[config.mk]
export PLATFORM = sky130hd
export DESIGN_NAME = mutex_with_wake_all_queue_flat
export DESIGN_NICKNAME = d
export VERILOG_FILES = /design/src/mwq_pkg.sv /design/src/mwq_req_if.sv /design/src/mwq_rsp_if.sv /design/src/mwq_ram.sv /design/src/mwq_front.sv /design/src/mwq_back.sv /design/src/mutex_with_wake_all_queue.sv /design/src/flat_wrapper.sv
export VERILOG_INCLUDE_DIRS = /design/src /design/src/src
export SDC_FILE = /design/constraint.sdc
export NUM_CORES = 1
export LEC_CHECK = 0
export BUFFER_PORTS_ARGS = -buffer_cell sky130_fd_sc_hd__buf_4
export CAP_MARGIN = 5
export CELL_PAD_IN_SITES_DETAIL_PLACEMENT = 1
export CELL_PAD_IN_SITES_GLOBAL_PLACEMENT = 2
export CORE_MARGIN = 5
export CORE_UTILIZATION = 40
export CTS_CLUSTER_DIAMETER = 200
export DETAILED_ROUTE_END_ITERATION = 10
export GPL_TIMING_DRIVEN = 0
export PLACE_DENSITY_LB_ADDON = 0.15
export SYNTH_ARGS = -nofsm -noshare
export SYNTH_HDL_FRONTEND = slang
export SYNTH_SLANG_ARGS = --single-unit
[constraint.sdc]
create_clock -name clk -period 5.3 [get_ports clk]
set_input_delay 0.795 -clock clk [delete_from_list [all_inputs] [get_ports clk]]
set_output_delay 0.795 -clock clk [all_outputs]
set_load 0.005 [all_outputs]
[src/mutex_with_wake_all_queue_defines.svh]
// assertion macros for the mutex with wake-all queue
// used by the front and back modules, needs clk and rst_n in scope
`ifndef MUTEX_WITH_WAKE_ALL_QUEUE_DEFINES_SVH
`define MUTEX_WITH_WAKE_ALL_QUEUE_DEFINES_SVH

`ifndef SYNTH
// same-cycle implication, checked outside reset
`define MWQ_ASSERT_IMP(lbl, ante, cons) \
  lbl: assert property (@(posedge clk) disable iff (!rst_n) (ante) |-> (cons)) \
    else $error("mwq assertion failed");
// next-cycle implication, checked outside reset
`define MWQ_ASSERT_NXT(lbl, ante, cons) \
  lbl: assert property (@(posedge clk) disable iff (!rst_n) (ante) |=> (cons)) \
    else $error("mwq assertion failed");
`else
`define MWQ_ASSERT_IMP(lbl, ante, cons)
`define MWQ_ASSERT_NXT(lbl, ante, cons)
`endif

`endif

[src/mwq_pkg.sv]
// shared constants and types of the mutex with wake-all queue
// no dependencies
`default_nettype none

package mwq_pkg;

  localparam int WAIT_DEPTH_DEF   = 16;
  localparam int TASK_ID_BITS_DEF = 8;

  // depth of the command queue between front and back
  localparam int CQ_DEPTH = 2;

  localparam logic [1:0] MODE_ATTEMPT = 2'd0;
  localparam logic [1:0] MODE_LOCK    = 2'd1;
  localparam logic [1:0] MODE_UNLOCK  = 2'd2;
  localparam logic [1:0] MODE_INIT    = 2'd3;

  localparam logic KIND_STATUS  = 1'b0;
  localparam logic KIND_RELEASE = 1'b1;

  // classified request, exactly one flag set
  typedef struct packed {
    logic is_try;
    logic is_lock;
    logic is_unlock;
    logic is_init;
  } mwq_op_t;

endpackage

`default_nettype wire

[src/mwq_req_if.sv]
// request channel: valid/ready with mode and task id
// depends on nothing
`default_nettype none

interface mwq_req_if #(
  parameter int TID_W = 8
) ();
  logic             valid;
  logic             ready;
  logic [1:0]       mode;
  logic [TID_W-1:0] task_id;

  modport source (output valid, output mode, output task_id, input ready);
  modport sink   (input valid, input mode, input task_id, output ready);
endinterface

`default_nettype wire

[src/mwq_rsp_if.sv]
// result channel: valid/ready with status and release fields
// depends on nothing
`default_nettype none

interface mwq_rsp_if #(
  parameter int TID_W = 8
) ();
  logic             valid;
  logic             ready;
  logic             kind;
  logic             success;
  logic             queue_full;
  logic             owner_valid;
  logic [TID_W-1:0] owner_task;
  logic             requester_holds;
  logic [TID_W-1:0] released_task;
  logic             last;

  modport source (output valid, output kind, output success, output queue_full,
                  output owner_valid, output owner_task, output requester_holds,
                  output released_task, output last, input ready);
  modport sink   (input valid, input kind, input success, input queue_full,
                  input owner_valid, input owner_task, input requester_holds,
                  input released_task, input last, output ready);
endinterface

`default_nettype wire

[src/mwq_ram.sv]
// generic single-write, single-read ram with registered read data
// no dependencies
`default_nettype none

module mwq_ram #(
  parameter int DATA_W = 8,
  parameter int DEPTH  = 16,
  localparam int AW    = (DEPTH > 1) ? $clog2(DEPTH) : 1
) (
  input  logic              clk,
  input  logic              we,
  input  logic [AW-1:0]     waddr,
  input  logic [DATA_W-1:0] wdata,
  input  logic              re,
  input  logic [AW-1:0]     raddr,
  output logic [DATA_W-1:0] rdata
);

  logic [DATA_W-1:0] mem_r [DEPTH];
  logic [DATA_W-1:0] rdata_r;

  always_ff @(posedge clk) begin
    if (we) begin
      mem_r[waddr] <= wdata;
    end
    if (re) begin
      rdata_r <= mem_r[raddr];
    end
  end

  assign rdata = rdata_r;

endmodule

`default_nettype wire

[src/mwq_front.sv]
// front: accepts requests, decodes the mode, buffers them in a two-entry queue
// depends on mwq_pkg, mwq_req_if and the assertion macro header
`default_nettype none
`include "mutex_with_wake_all_queue_defines.svh"

module mwq_front #(
  parameter int TID_W = mwq_pkg::TASK_ID_BITS_DEF
) (
  input  logic              clk,
  input  logic              rst_n,
  mwq_req_if.sink           in_ch,
  output logic              cmd_valid,
  output mwq_pkg::mwq_op_t  cmd_op,
  output logic [TID_W-1:0]  cmd_tid,
  input  logic              cmd_pop
);
  import mwq_pkg::*;

  mwq_op_t          ent_op_r  [CQ_DEPTH];
  logic [TID_W-1:0] ent_tid_r [CQ_DEPTH];
  logic             wptr_r, wptr_nxt;
  logic             rptr_r, rptr_nxt;
  logic [1:0]       cnt_r, cnt_nxt;
  logic             push;
  mwq_op_t          dec_op;

  always_comb begin
    dec_op = '0;
    unique case (in_ch.mode)
      MODE_ATTEMPT: dec_op.is_try    = 1'b1;
      MODE_LOCK:    dec_op.is_lock   = 1'b1;
      MODE_UNLOCK:  dec_op.is_unlock = 1'b1;
      MODE_INIT:    dec_op.is_init   = 1'b1;
    endcase
  end

  assign in_ch.ready = (cnt_r != 2'(CQ_DEPTH));
  assign push        = in_ch.valid && in_ch.ready;

  always_comb begin
    wptr_nxt = push ? ~wptr_r : wptr_r;
    rptr_nxt = cmd_pop ? ~rptr_r : rptr_r;
    cnt_nxt  = cnt_r + 2'(push) - 2'(cmd_pop);
  end

  always_ff @(posedge clk) begin
    if (!rst_n) begin
      wptr_r <= 1'b0;
      rptr_r <= 1'b0;
      cnt_r  <= '0;
    end else begin
      wptr_r <= wptr_nxt;
      rptr_r <= rptr_nxt;
      cnt_r  <= cnt_nxt;
    end
  end

  always_ff @(posedge clk) begin
    if (push) begin
      ent_op_r[wptr_r]  <= dec_op;
      ent_tid_r[wptr_r] <= in_ch.task_id;
    end
  end

  assign cmd_valid = (cnt_r != '0);
  assign cmd_op    = ent_op_r[rptr_r];
  assign cmd_tid   = ent_tid_r[rptr_r];

  `MWQ_ASSERT_IMP(a_cq_bound, 1'b1, cnt_r <= 2'(CQ_DEPTH))
  `MWQ_ASSERT_IMP(a_pop_nonempty, cmd_pop, cnt_r != '0)
  `MWQ_ASSERT_NXT(a_push_count, push && !cmd_pop, cnt_r == $past(cnt_r) + 2'd1)

endmodule

`default_nettype wire

[src/mwq_back.sv]
// back: owner state, wait queue and result register; drains waiters on unlock
// depends on mwq_pkg, mwq_rsp_if, mwq_ram and the assertion macro header
`default_nettype none
`include "mutex_with_wake_all_queue_defines.svh"

module mwq_back #(
  parameter int WAIT_DEPTH = mwq_pkg::WAIT_DEPTH_DEF,
  parameter int TID_W      = mwq_pkg::TASK_ID_BITS_DEF
) (
  input  logic              clk,
  input  logic              rst_n,
  input  logic              cmd_valid,
  input  mwq_pkg::mwq_op_t  cmd_op,
  input  logic [TID_W-1:0]  cmd_tid,
  output logic              cmd_pop,
  mwq_rsp_if.source         out_ch
);
  import mwq_pkg::*;

  localparam int IDX_W = (WAIT_DEPTH > 1) ? $clog2(WAIT_DEPTH) : 1;
  localparam int CNT_W = $clog2(WAIT_DEPTH + 1);

  localparam logic ST_IDLE  = 1'b0;
  localparam logic ST_DRAIN = 1'b1;

  logic             st_r, st_nxt;
  logic             own_v_r, own_v_nxt;
  logic [TID_W-1:0] own_id_r, own_id_nxt;
  // head stays at zero: the queue only empties as a whole
  logic [IDX_W-1:0] tail_r, tail_nxt;
  logic [CNT_W-1:0] cnt_r, cnt_nxt;
  logic [CNT_W-1:0] rem_r, rem_nxt;
  logic [IDX_W-1:0] rptr_r, rptr_nxt;

  logic             ov_r, ov_nxt;
  logic             o_kind_r, o_kind_nxt;
  logic             o_ok_r, o_ok_nxt;
  logic             o_full_r, o_full_nxt;
  logic             o_own_v_r, o_own_v_nxt;
  logic [TID_W-1:0] o_own_r, o_own_nxt;
  logic             o_holds_r, o_holds_nxt;
  logic [TID_W-1:0] o_rel_r, o_rel_nxt;
  logic             o_last_r, o_last_nxt;

  logic             slot_free;
  logic             grant;
  logic             we;
  logic             re;
  logic [IDX_W-1:0] raddr;
  logic [TID_W-1:0] rdata;

  mwq_ram #(
    .DATA_W (TID_W),
    .DEPTH  (WAIT_DEPTH)
  ) u_wait_ram (
    .clk   (clk),
    .we    (we),
    .waddr (tail_r),
    .wdata (cmd_tid),
    .re    (re),
    .raddr (raddr),
    .rdata (rdata)
  );

  assign slot_free = !ov_r || out_ch.ready;
  assign grant     = !own_v_r || (own_id_r == cmd_tid);

  always_comb begin
    st_nxt      = st_r;
    own_v_nxt   = own_v_r;
    own_id_nxt  = own_id_r;
    tail_nxt    = tail_r;
    cnt_nxt     = cnt_r;
    rem_nxt     = rem_r;
    rptr_nxt    = rptr_r;
    ov_nxt      = ov_r && !out_ch.ready;
    o_kind_nxt  = o_kind_r;
    o_ok_nxt    = o_ok_r;
    o_full_nxt  = o_full_r;
    o_own_v_nxt = o_own_v_r;
    o_own_nxt   = o_own_r;
    o_holds_nxt = o_holds_r;
    o_rel_nxt   = o_rel_r;
    o_last_nxt  = o_last_r;
    cmd_pop     = 1'b0;
    we          = 1'b0;
    re          = 1'b0;
    raddr       = rptr_r;

    unique case (st_r)
      ST_IDLE: begin
        if (cmd_valid && slot_free) begin
          cmd_pop    = 1'b1;
          ov_nxt     = 1'b1;
          o_kind_nxt = KIND_STATUS;
          o_ok_nxt   = 1'b0;
          o_full_nxt = 1'b0;
          o_rel_nxt  = '0;
          o_last_nxt = 1'b1;
          if (cmd_op.is_try || cmd_op.is_lock) begin
            if (grant) begin
              own_v_nxt  = 1'b1;
              own_id_nxt = cmd_tid;
              o_ok_nxt   = 1'b1;
            end else if (cmd_op.is_lock) begin
              if (cnt_r == CNT_W'(WAIT_DEPTH)) begin
                o_full_nxt = 1'b1;
              end else begin
                we       = 1'b1;
                tail_nxt = (tail_r == IDX_W'(WAIT_DEPTH - 1)) ? '0 : tail_r + IDX_W'(1);
                cnt_nxt  = cnt_r + CNT_W'(1);
              end
            end
          end else if (cmd_op.is_unlock) begin
            if (grant) begin
              own_v_nxt  = 1'b0;
              own_id_nxt = '0;
              o_ok_nxt   = 1'b1;
              tail_nxt   = '0;
              cnt_nxt    = '0;
              if (cnt_r != '0) begin
                // fetch the first waiter while the status goes out
                o_last_nxt = 1'b0;
                st_nxt     = ST_DRAIN;
                rem_nxt    = cnt_r;
                rptr_nxt   = '0;
                re         = 1'b1;
                raddr      = '0;
              end
            end
          end else if (cmd_op.is_init) begin
            own_v_nxt  = 1'b0;
            own_id_nxt = '0;
            tail_nxt   = '0;
            cnt_nxt    = '0;
            o_ok_nxt   = 1'b1;
          end
          o_own_v_nxt = own_v_nxt;
          o_own_nxt   = own_id_nxt;
          o_holds_nxt = own_v_nxt && (own_id_nxt == cmd_tid);
        end
      end
      ST_DRAIN: begin
        if (slot_free) begin
          ov_nxt      = 1'b1;
          o_kind_nxt  = KIND_RELEASE;
          o_ok_nxt    = 1'b1;
          o_full_nxt  = 1'b0;
          o_own_v_nxt = 1'b0;
          o_own_nxt   = '0;
          o_holds_nxt = 1'b0;
          o_rel_nxt   = rdata;
          o_last_nxt  = (rem_r == CNT_W'(1));
          rem_nxt     = rem_r - CNT_W'(1);
          if (rem_r == CNT_W'(1)) begin
            st_nxt = ST_IDLE;
          end else begin
            re       = 1'b1;
            raddr    = rptr_r + IDX_W'(1);
            rptr_nxt = rptr_r + IDX_W'(1);
          end
        end
      end
      default: st_nxt = ST_IDLE;
    endcase
  end

  always_ff @(posedge clk) begin
    if (!rst_n) begin
      st_r     <= ST_IDLE;
      own_v_r  <= 1'b0;
      own_id_r <= '0;
      tail_r   <= '0;
      cnt_r    <= '0;
      rem_r    <= '0;
      rptr_r   <= '0;
      ov_r     <= 1'b0;
    end else begin
      st_r     <= st_nxt;
      own_v_r  <= own_v_nxt;
      own_id_r <= own_id_nxt;
      tail_r   <= tail_nxt;
      cnt_r    <= cnt_nxt;
      rem_r    <= rem_nxt;
      rptr_r   <= rptr_nxt;
      ov_r     <= ov_nxt;
    end
  end

  always_ff @(posedge clk) begin
    o_kind_r  <= o_kind_nxt;
    o_ok_r    <= o_ok_nxt;
    o_full_r  <= o_full_nxt;
    o_own_v_r <= o_own_v_nxt;
    o_own_r   <= o_own_nxt;
    o_holds_r <= o_holds_nxt;
    o_rel_r   <= o_rel_nxt;
    o_last_r  <= o_last_nxt;
  end

  assign out_ch.valid           = ov_r;
  assign out_ch.kind            = o_kind_r;
  assign out_ch.success         = o_ok_r;
  assign out_ch.queue_full      = o_full_r;
  assign out_ch.owner_valid     = o_own_v_r;
  assign out_ch.owner_task      = o_own_r;
  assign out_ch.requester_holds = o_holds_r;
  assign out_ch.released_task   = o_rel_r;
  assign out_ch.last            = o_last_r;

  `MWQ_ASSERT_IMP(a_cnt_bound, 1'b1, cnt_r <= CNT_W'(WAIT_DEPTH))
  `MWQ_ASSERT_IMP(a_no_pop_drain, st_r == ST_DRAIN, !cmd_pop)
  `MWQ_ASSERT_IMP(a_drain_rem, st_r == ST_DRAIN, rem_r != '0)
  `MWQ_ASSERT_IMP(a_owner_clear, !own_v_r, own_id_r == '0)
  `MWQ_ASSERT_NXT(a_drain_start, cmd_pop && cmd_op.is_unlock && grant && cnt_r != '0,
                  st_r == ST_DRAIN && ov_r && !o_last_r)

endmodule

`default_nettype wire

[src/mutex_with_wake_all_queue.sv]
// top level of the mutex with wake-all wait queue
// depends on mwq_pkg, mwq_req_if, mwq_rsp_if, mwq_front and mwq_back
//
//  channel | dir | handshake             | payload
//  in_ch   | in  | valid/ready, transfer | mode, task_id
//  out_ch  | out | valid/ready, transfer | kind, success, queue_full, owner_valid,
//          |     |                       | owner_task, requester_holds, released_task, last
//
// attempt, lock and init leave the back part free for the next request, one request per cycle
// sustained unless out_ch stalls; a status passes the front queue, then the result register
// an unlock that releases n waiters sends a status and then n releases: the back part reads
// one wait ram entry per cycle unless out_ch stalls, and takes no request meanwhile
// synchronous reset clears owner, queue count and command queue; no clearing pass
// an out_ch stall holds the back part; the front queue still takes two requests
`default_nettype none

module mutex_with_wake_all_queue #(
  parameter int WAIT_DEPTH   = mwq_pkg::WAIT_DEPTH_DEF,
  parameter int TASK_ID_BITS = mwq_pkg::TASK_ID_BITS_DEF
) (
  input  logic       clk,
  input  logic       rst_n,
  mwq_req_if.sink    in_ch,
  mwq_rsp_if.source  out_ch
);
  import mwq_pkg::*;

  logic                    cmd_valid;
  mwq_op_t                 cmd_op;
  logic [TASK_ID_BITS-1:0] cmd_tid;
  logic                    cmd_pop;

  mwq_front #(
    .TID_W (TASK_ID_BITS)
  ) u_front (
    .clk       (clk),
    .rst_n     (rst_n),
    .in_ch     (in_ch),
    .cmd_valid (cmd_valid),
    .cmd_op    (cmd_op),
    .cmd_tid   (cmd_tid),
    .cmd_pop   (cmd_pop)
  );

  mwq_back #(
    .WAIT_DEPTH (WAIT_DEPTH),
    .TID_W      (TASK_ID_BITS)
  ) u_back (
    .clk       (clk),
    .rst_n     (rst_n),
    .cmd_valid (cmd_valid),
    .cmd_op    (cmd_op),
    .cmd_tid   (cmd_tid),
    .cmd_pop   (cmd_pop),
    .out_ch    (out_ch)
  );

endmodule

`default_nettype wire

[src/flat_wrapper.sv]
// flat-port wrapper written by rule: the top's interface ports become plain ports
module mutex_with_wake_all_queue_flat import mwq_pkg::*;
#(
  parameter int WAIT_DEPTH   = mwq_pkg::WAIT_DEPTH_DEF,
  parameter int TASK_ID_BITS = mwq_pkg::TASK_ID_BITS_DEF
)
  (clk, rst_n, in_ch_valid, in_ch_mode, in_ch_task_id, in_ch_ready, out_ch_valid, out_ch_kind, out_ch_success, out_ch_queue_full, out_ch_owner_valid, out_ch_owner_task, out_ch_requester_holds, out_ch_released_task, out_ch_last, out_ch_ready);
  mwq_req_if #(.TID_W((TASK_ID_BITS_DEF))) in_ch_i ();
  mwq_rsp_if #(.TID_W((TASK_ID_BITS_DEF))) out_ch_i ();
  input  logic clk;
  input  logic rst_n;
  input wire logic [$bits(in_ch_i.valid)-1:0] in_ch_valid;
  input wire logic [$bits(in_ch_i.mode)-1:0] in_ch_mode;
  input wire logic [$bits(in_ch_i.task_id)-1:0] in_ch_task_id;
  output wire logic [$bits(in_ch_i.ready)-1:0] in_ch_ready;
  output wire logic [$bits(out_ch_i.valid)-1:0] out_ch_valid;
  output wire logic [$bits(out_ch_i.kind)-1:0] out_ch_kind;
  output wire logic [$bits(out_ch_i.success)-1:0] out_ch_success;
  output wire logic [$bits(out_ch_i.queue_full)-1:0] out_ch_queue_full;
  output wire logic [$bits(out_ch_i.owner_valid)-1:0] out_ch_owner_valid;
  output wire logic [$bits(out_ch_i.owner_task)-1:0] out_ch_owner_task;
  output wire logic [$bits(out_ch_i.requester_holds)-1:0] out_ch_requester_holds;
  output wire logic [$bits(out_ch_i.released_task)-1:0] out_ch_released_task;
  output wire logic [$bits(out_ch_i.last)-1:0] out_ch_last;
  input wire logic [$bits(out_ch_i.ready)-1:0] out_ch_ready;
  assign in_ch_i.valid = in_ch_valid;
  assign in_ch_i.mode = in_ch_mode;
  assign in_ch_i.task_id = in_ch_task_id;
  assign in_ch_ready = in_ch_i.ready;
  assign out_ch_valid = out_ch_i.valid;
  assign out_ch_kind = out_ch_i.kind;
  assign out_ch_success = out_ch_i.success;
  assign out_ch_queue_full = out_ch_i.queue_full;
  assign out_ch_owner_valid = out_ch_i.owner_valid;
  assign out_ch_owner_task = out_ch_i.owner_task;
  assign out_ch_requester_holds = out_ch_i.requester_holds;
  assign out_ch_released_task = out_ch_i.released_task;
  assign out_ch_last = out_ch_i.last;
  assign out_ch_i.ready = out_ch_ready;
  mutex_with_wake_all_queue #(.WAIT_DEPTH(WAIT_DEPTH), .TASK_ID_BITS(TASK_ID_BITS)) u_core (.clk(clk), .rst_n(rst_n), .in_ch(in_ch_i), .out_ch(out_ch_i));
endmodule
[Yosys cells after proc, flatten, opt, wreduce, memory -nomap -nowiden]
Memories as Yosys holds them, arrays and structs flattened. A register that Yosys moved wholly into a read port is not among the register bits.
Cells that the tools add are included.
Storage, ports and cells
  word-level logic and storage cells: 178
  bits of input ports: 14
  bits in writable memories: 152
  output and inout bits: 24
  memories: 3
  bits in registers: 55
Operators by class
  bitwise logic cells: 3
  reduce and logical (&&, ||, !) cells: 18
  mux-type cells: 110
  $add $sub $neg: 6
  eq/ne operators: 19
Memories
  u_core.u_back.u_wait_ram.mem_r: depth 16, bits a word 8, read ports 1, clocked after Yosys merged registers in 1, write ports 1, RTL line mwq_ram.sv:19  | logic [DATA_W-1:0] mem_r [DEPTH];
  u_core.u_front.ent_tid_r: depth 2, bits a word 8, read ports 1, clocked after Yosys merged registers in 1, write ports 1, RTL line mwq_front.sv:20  | logic [TID_W-1:0] ent_tid_r [CQ_DEPTH];
  u_core.u_front.ent_op_r: depth 2, bits a word 4, read ports 1, clocked after Yosys merged registers in 1, write ports 1, RTL line mwq_front.sv:19  | mwq_op_t ent_op_r [CQ_DEPTH];
Operators with widths (number)
  $mux W8: 11
  $mux W5: 13
  $mux W4: 15
  $mux W1: 58
  $pmux W8 S2: 2
  $pmux W1 S2: 9
  $eq A8 B8 Y1: 2
  $ne A2 B2 Y1 const B: 8
  $pmux W5 S2: 1
  $add A4 B1 Y4 const B: 2
  $pmux W4 S2: 1
  $reduce_and A7 Y1: 1
  $reduce_and A6 Y1: 1
  $add A5 B1 Y5 const B: 1
  $eq A5 B1 Y1 const B: 1
  $eq A5 B5 Y1 const B: 1
  $reduce_bool A5 Y1: 1
  $sub A5 B1 Y5 const B: 1
  $eq A2 B2 Y1 const B: 2
  $eq A4 B4 Y1 const B: 1
  $logic_and A1 B1 Y1: 4
  $ne A2 B1 Y1 const B: 2
  $reduce_and A2 Y1: 2
  $logic_not A1 Y1: 3
  9 further kinds: 13

[Logic depth before layout (Yosys ltp)]
  word-level depth: 11
  depth in mapped cells: 15
  depth with buffers taken out: 10

[Cells and area by module]
Synthesis repeated with hierarchy kept, for this count alone.
Unflattened totals
  cells, all modules: 595
  area, all modules: 9141.3 um^2
Modules (own cells, without submodules)
  mwq_ram: area each 5227.5 um^2, seq. area each 4083.9 um^2, instances 1, cells each 229
  mwq_back: area each 2763.9 um^2, seq. area each 1241.2 um^2, instances 1, cells each 297
  mwq_front: area each 1149.9 um^2, seq. area each 820.8 um^2, instances 1, cells each 69

[Least setup slack after synthesis]
OpenSTA, ideal clock, no wires.
  path kind: input-to-reg
  from: in out_ch_ready
  to: reg u_core.u_back.u_wait_ram.rdata_r[1], in the netlist u_core.u_back.u_wait_ram.rdata[1], read port of u_core.u_back.u_wait_ram.mem_r, data pin
  arrival: 3.404 ns
  setup slack: 1.624 ns
  stages: 9
  buffers on the path: 2
  data required time: 5.028 ns
  library setup time: 0.272 ns
  cells stage by stage: nor2b_1 -> or3_1 -> clkbuf_1 -> or3_1 -> clkbuf_1 -> o21ai_1 -> mux2i_1 -> a311oi_1 -> or4_1
Between the ends
  longest elaborated chain between the ends: 4
  elaborated cells on any way between the ends: 8
  classes of those cells: 6 x mux; 2 x reduce/logical
Ends and longest elaborated chain
  start: declaration: RTL line flat_wrapper.sv:25  | input wire logic [$bits(out_ch_i.ready)-1:0] out_ch_ready;
  $logic_or A1 B1 Y1 *: RTL line mwq_back.sv:65  | assign slot_free = !ov_r || out_ch.ready;
  $logic_and A1 B1 Y1: RTL line mwq_back.sv:92  | if (cmd_valid && slot_free) begin
  $mux W1: RTL line mwq_back.sv:92
  $pmux W1 S2 *: RTL line mwq_back.sv:90  | unique case (st_r)
  named net u_core.u_back.re: RTL line mwq_back.sv:48  | logic re;
  end: declaration: RTL line mwq_ram.sv:20  | logic [DATA_W-1:0] rdata_r;
Mark *: on every way through the listed nets, which the timed path passes. The rest lies on a longest branch.
A chain may end at the register's enable or synchronous reset.

[Worst setup path in the final report]
  from: reg u_core.u_back.rem_r[0]
  to: reg u_core.u_back.u_wait_ram.rdata_r[0], in the netlist u_core.u_back.u_wait_ram.rdata[0], read port of u_core.u_back.u_wait_ram.mem_r, data pin
Between the ends
  longest elaborated chain between the ends: 4
  elaborated cells on any way between the ends: 7
  classes of those cells: 1 x eq/ne; 6 x mux
Ends and longest elaborated chain
  start: declaration: RTL line mwq_back.sv:32  | logic [CNT_W-1:0] rem_r, rem_nxt;
  start signal: assignment: RTL line mwq_back.sv:184  | rem_r <= rem_nxt;
  $eq A5 B1 Y1 *: RTL line mwq_back.sv:155  | if (rem_r == CNT_W'(1)) begin
  $mux W4 / $mux W1 (equally long branches) (2 in series)
  $pmux W4 S2 / $pmux W1 S2 (equally long branches)
Every way passes the cells marked *; elsewhere a longest branch is shown, timed or not.

==> Implementation_results.wiki <==
{| class="wikitable"
! Metric !! Value
|-
| Number of ports placed on the die boundary || 38
|-
| Sinks on Clock Net || 216
|-
| Synthesis warning total || 0
|-
| Worst IR Drop VDD || 0.272 mV
|-
| Sort of element at the start of the critical path || register
|-
| Final Slew Violations || 0
|-
| Prevailing post-synth register cell || edfxtp_1
|-
| Headroom to the max-slew limit || 19.1%
|-
| Number of library cell types mapped by synthesis || between 60 and 70
|-
| Chip Height || 163 microns
|-
| Number of optimization iterations in the first detailed-route pass || 5
|-
| Initial core utilization || roughly two fifths
|-
| Synthesized netlist cell count || 697
|-
| H-tree depth || 1
|-
| Violation count after the first detailed-route iteration || 368
|-
| Number of buffers between clock root and the deepest sink || 3
|-
| Area delta synth->final || 15.3%
|-
| CP arrival || 4490 ps
|-
| Final wirelength || roughly 24,000 microns
|-
| Detailed-placement wirelength estimate || 17,400 microns
|-
| Syn nets || 722
|-
| Worst Path Max Fanout || 10
|-
| Mean routed wirelength per cell || 22.2 microns
|-
| Crit Reg-Reg Endpoint || u_core.u_back.u_wait_ram.rdata[0]
|-
| Postcts setup bufs || 0
|-
| Ratio of cells with drive above 1 in the final layout || 14.7%
|-
| Kind of capture point of the worst setup path || register
|-
| Top cells by area in the synthesized netlist || edfxtp_1, dfxtp_1, mux2i_1, mux2_2, nor2_1
|-
| Final number of setup-violating endpoints || 0
|-
| Total core area || about 23,000 sq um
|-
| Critical Path Slowest Stage Cell || clkbuf_1
|-
| Initial antenna violation count || 1
|-
| Num CTS Buffers || 24
|-
| Hold Vio Cnt, Final || 0
|-
| Full die area || 26,600 sq um
|-
| Clock transition time at the flip-flop clock pins of the worst setup and hold paths || 60 ps
|-
| Most common cell after layout, fill and taps aside || edfxtp_1
|-
| Leakage power summed over all cells || 3.84 nW
|-
| Worst Reg2Reg Path Length in Cells || 14
|-
| Critical path class || reg2reg
|-
| Die extent in x || 163 microns
|-
| P_int || 3.28 mW
|-
| Largest delay share family, worst path || buffers and inverters
|-
| Cells along the critical path || ha_1, or4b_1, clkbuf_1, and3_1, buf_2, mux2i_1, a211oi_1, nor2_1, buf_2, buf_2, clkbuf_1, nand3_1, o211ai_1, nand4_1
|-
| Most frequent cells in the layout || edfxtp_1, nor2_1, nand2_1, buf_4, mux2i_1
|-
| Endpoint required time on the critical path || 5560 ps
|-
| Total negative slack || 0 ps
|-
| Fraction of synthesis flops using an asynchronous set or reset pin || 0%
|-
| P per Cell Area || 419 nW/um^2
|-
| End of the critical path || u_core.u_back.u_wait_ram.rdata[0]
|-
| Post-synth top area share || 58.3%
|-
| Number of gates resized after cts || 0
|-
| TritonCTS clock tree || done
|-
| Root buf cell || clkbuf_16
|-
| Antenna diode count || 0
|-
| Final worst path period share || 79.8%
|-
| Total number of nets in the final design || 789
|-
| Final min period || ~4200 ps
|-
| Post-synth EDFFs || approximately 180
|-
| FF+latch count, synth || between 200 and 250
|-
| DR vias/cell || between 5 and 6
|-
| Core Rows || 56
|-
| F_max || 0.236 GHz
|-
| Fraction of power spent switching nets || 27.7%
|-
| CP dominant cell by count || buf_2
|-
| Number of buffers and inverters on the critical path || 5
|-
| Filler Cells Inserted || 2,409
|-
| Reg power frac || 48.0%
|-
| Worst skew pair latency || 520 ps
|-
| Count of vias placed by the detailed router || 5,987
|-
| Maximum number of pins on one net before global-route repair || 20
|-
| Number of remaining DRC errors || 0
|-
| Slew at the pin closest to its max-slew limit || between 1000 and 1500 ps
|-
| Part of the total power dissipated in combinational logic || 18.7%
|-
| Source of the critical timing path || u_core.u_back.rem_r[0]
|-
| Port bufs || 37
|-
| Synthesized area per cell || 13.5 sq um
|-
| Unrepaired setup endpoints after global routing || false
|-
| Run status || finished, final reports clean
|-
| Portion of the post-synthesis area used by sequential elements || 65.5%
|-
| Final global-route overflow total || 0
|-
| CP peak stage delay || 500 ps
|-
| Total net switching power || approximately 1.3 mW
|-
| Final weighted congestion in routability-driven placement || 0.805
|-
| GRT Total Usage || 18.6%
|-
| Via count of the first global-routing pass || around 6,400
|-
| Startpoint of the lowest-slack register-to-register path || u_core.u_back.rem_r[0]
|-
| CTS Hold Buffers Added || 0
|-
| Reg-to-reg setup timing slack || roughly 1100 ps
|-
| Post-route clock skew || 17.3 ps
|-
| Tightest Hold Check Type || in2reg
|-
| Utilization after layout || about 46%
|-
| Clock network fraction of design power || 33.3%
|-
| Cell accounting for the most synthesized area || edfxtp_1
|-
| Cell Area, Synth || 9380 sq um
|-
| Max-cap check violation count || 0
|-
| Number of nets with antenna violations after detailed routing || 0
|-
| Global-route wire length before repair || between 30,000 and 40,000 microns
|-
| Cell count along the critical path || 14
|}
==> worst min path at each step <==
stage | endpoint | slack [ps] | startpoint | depth (start not counted)
after CTS | u_core.u_front.ent_tid_r[1][1] | 450 | in_ch_task_id[1] | 1
after floorplan | u_core.u_back.out_ch.kind | 420 | u_core.u_back.st_r | 0
after global placement | u_core.u_back.out_ch.kind | 510 | u_core.u_back.st_r | 0
final | u_core.u_front.ent_tid_r[0][5] | 470 | in_ch_task_id[5] | 1
after global routing | u_core.u_front.ent_tid_r[0][5] | 450 | in_ch_task_id[5] | 1
after detailed placement | u_core.u_back.out_ch.kind | 500 | u_core.u_back.st_r | 0
==> cell type report <==
cell class	instances	area (sq um)	share of cell area [%]
tap	319	399	3.69
clock buffer	37	669	6.19
inverter	23	86.3	0.798
clock inverter	7	45.0	0.417
timing repair buffer	41	313	2.89
buffer	36	168	1.55
sequential	216	6150	56.8
multi-input combinational	422	2990	27.6
==> sequential cells by signal, summed over array words and instances (netlist names), named ones only <==
register,count
u_core.u_back.cnt_r,5
u_core.u_back.out_ch.kind,1
u_core.u_back.out_ch.last,1
u_core.u_back.out_ch.owner_task,8
u_core.u_back.out_ch.owner_valid,1
u_core.u_back.out_ch.queue_full,1
u_core.u_back.out_ch.released_task,8
u_core.u_back.out_ch.requester_holds,1
u_core.u_back.out_ch.success,1
u_core.u_back.out_ch.valid,1
u_core.u_back.own_id_r,8
u_core.u_back.own_v_r,1
u_core.u_back.rem_r,5
u_core.u_back.rptr_r,4
u_core.u_back.st_r,1
u_core.u_back.tail_r,4
u_core.u_back.u_wait_ram.mem_r,128
u_core.u_back.u_wait_ram.rdata,8
u_core.u_front.cnt_r,2
u_core.u_front.ent_op_r,8
u_core.u_front.ent_tid_r,16
u_core.u_front.rptr_r,1
u_core.u_front.wptr_r,1
==> routing by layer <==
metal,routed length [microns],vias up,GRT usage (%)
li1,-,2812,-
met1,11200,3029,25.3
met2,11700,119,31.3
met3,1130,27,3.18
met4,433,0,4.69
met5,0,-,0
==> logic make-up (layout without fill, tap and decap cells) <==
group                      Yosys count  count (layout)  share of synthesized area (%)
DFF                                216             216                           65.5
and+or+nand+nor                    196             196                           10.9
AOI/OAI and AO/OA                  145             145                           11.2
buffers and inverters               59             144                           2.71
muxes                               58              58                           7.18
xor gates and xnor gates            12              12                           1.12
adders and majority gates           11              11                           1.47
==> per-stage QoR <==
stage / power [mW] / worst slack, ps / instance area, sq um / hold WS (ps) / instances
after global placement: 3.03 / 705 / 10100 / 505 / 1053
after detailed placement: 3.07 / 840 / 10100 / 504 / 1056
after CTS: 4.60 / 1050 / 10800 / 453 / 1100
final: 4.54 / 1070 / 10800 / 471 / 1101
after global routing: 4.75 / 797 / 10800 / 454 / 1101
after floorplan: 2.69 / 1620 / 9380 / 422 / 697
==> Yosys cell counts (10+ instances only) <==
library cell,count
a211oi_1,10
a21oi_1,28
a221o_1,11
and2_1,22
clkbuf_1,23
dfxtp_1,34
edfxtp_1,182
ha_1,11
inv_1,23
mux2_2,16
mux2i_1,36
nand2_1,40
nand3_1,17
nor2_1,47
nor2b_1,13
nor3_1,13
o211ai_1,11
o21ai_0,25
xnor2_1,11
==> power groups by stage <==
stage	Sequential [mW]	Combinational, mW	Clock, mW
after global routing	2.19	0.935	1.62
after global placement	2.21	0.822	0
final	2.18	0.848	1.51
after detailed placement	2.21	0.858	0
after floorplan	2.20	0.488	0
after CTS	2.18	0.867	1.55
Power figures use the tool's default switching activity.
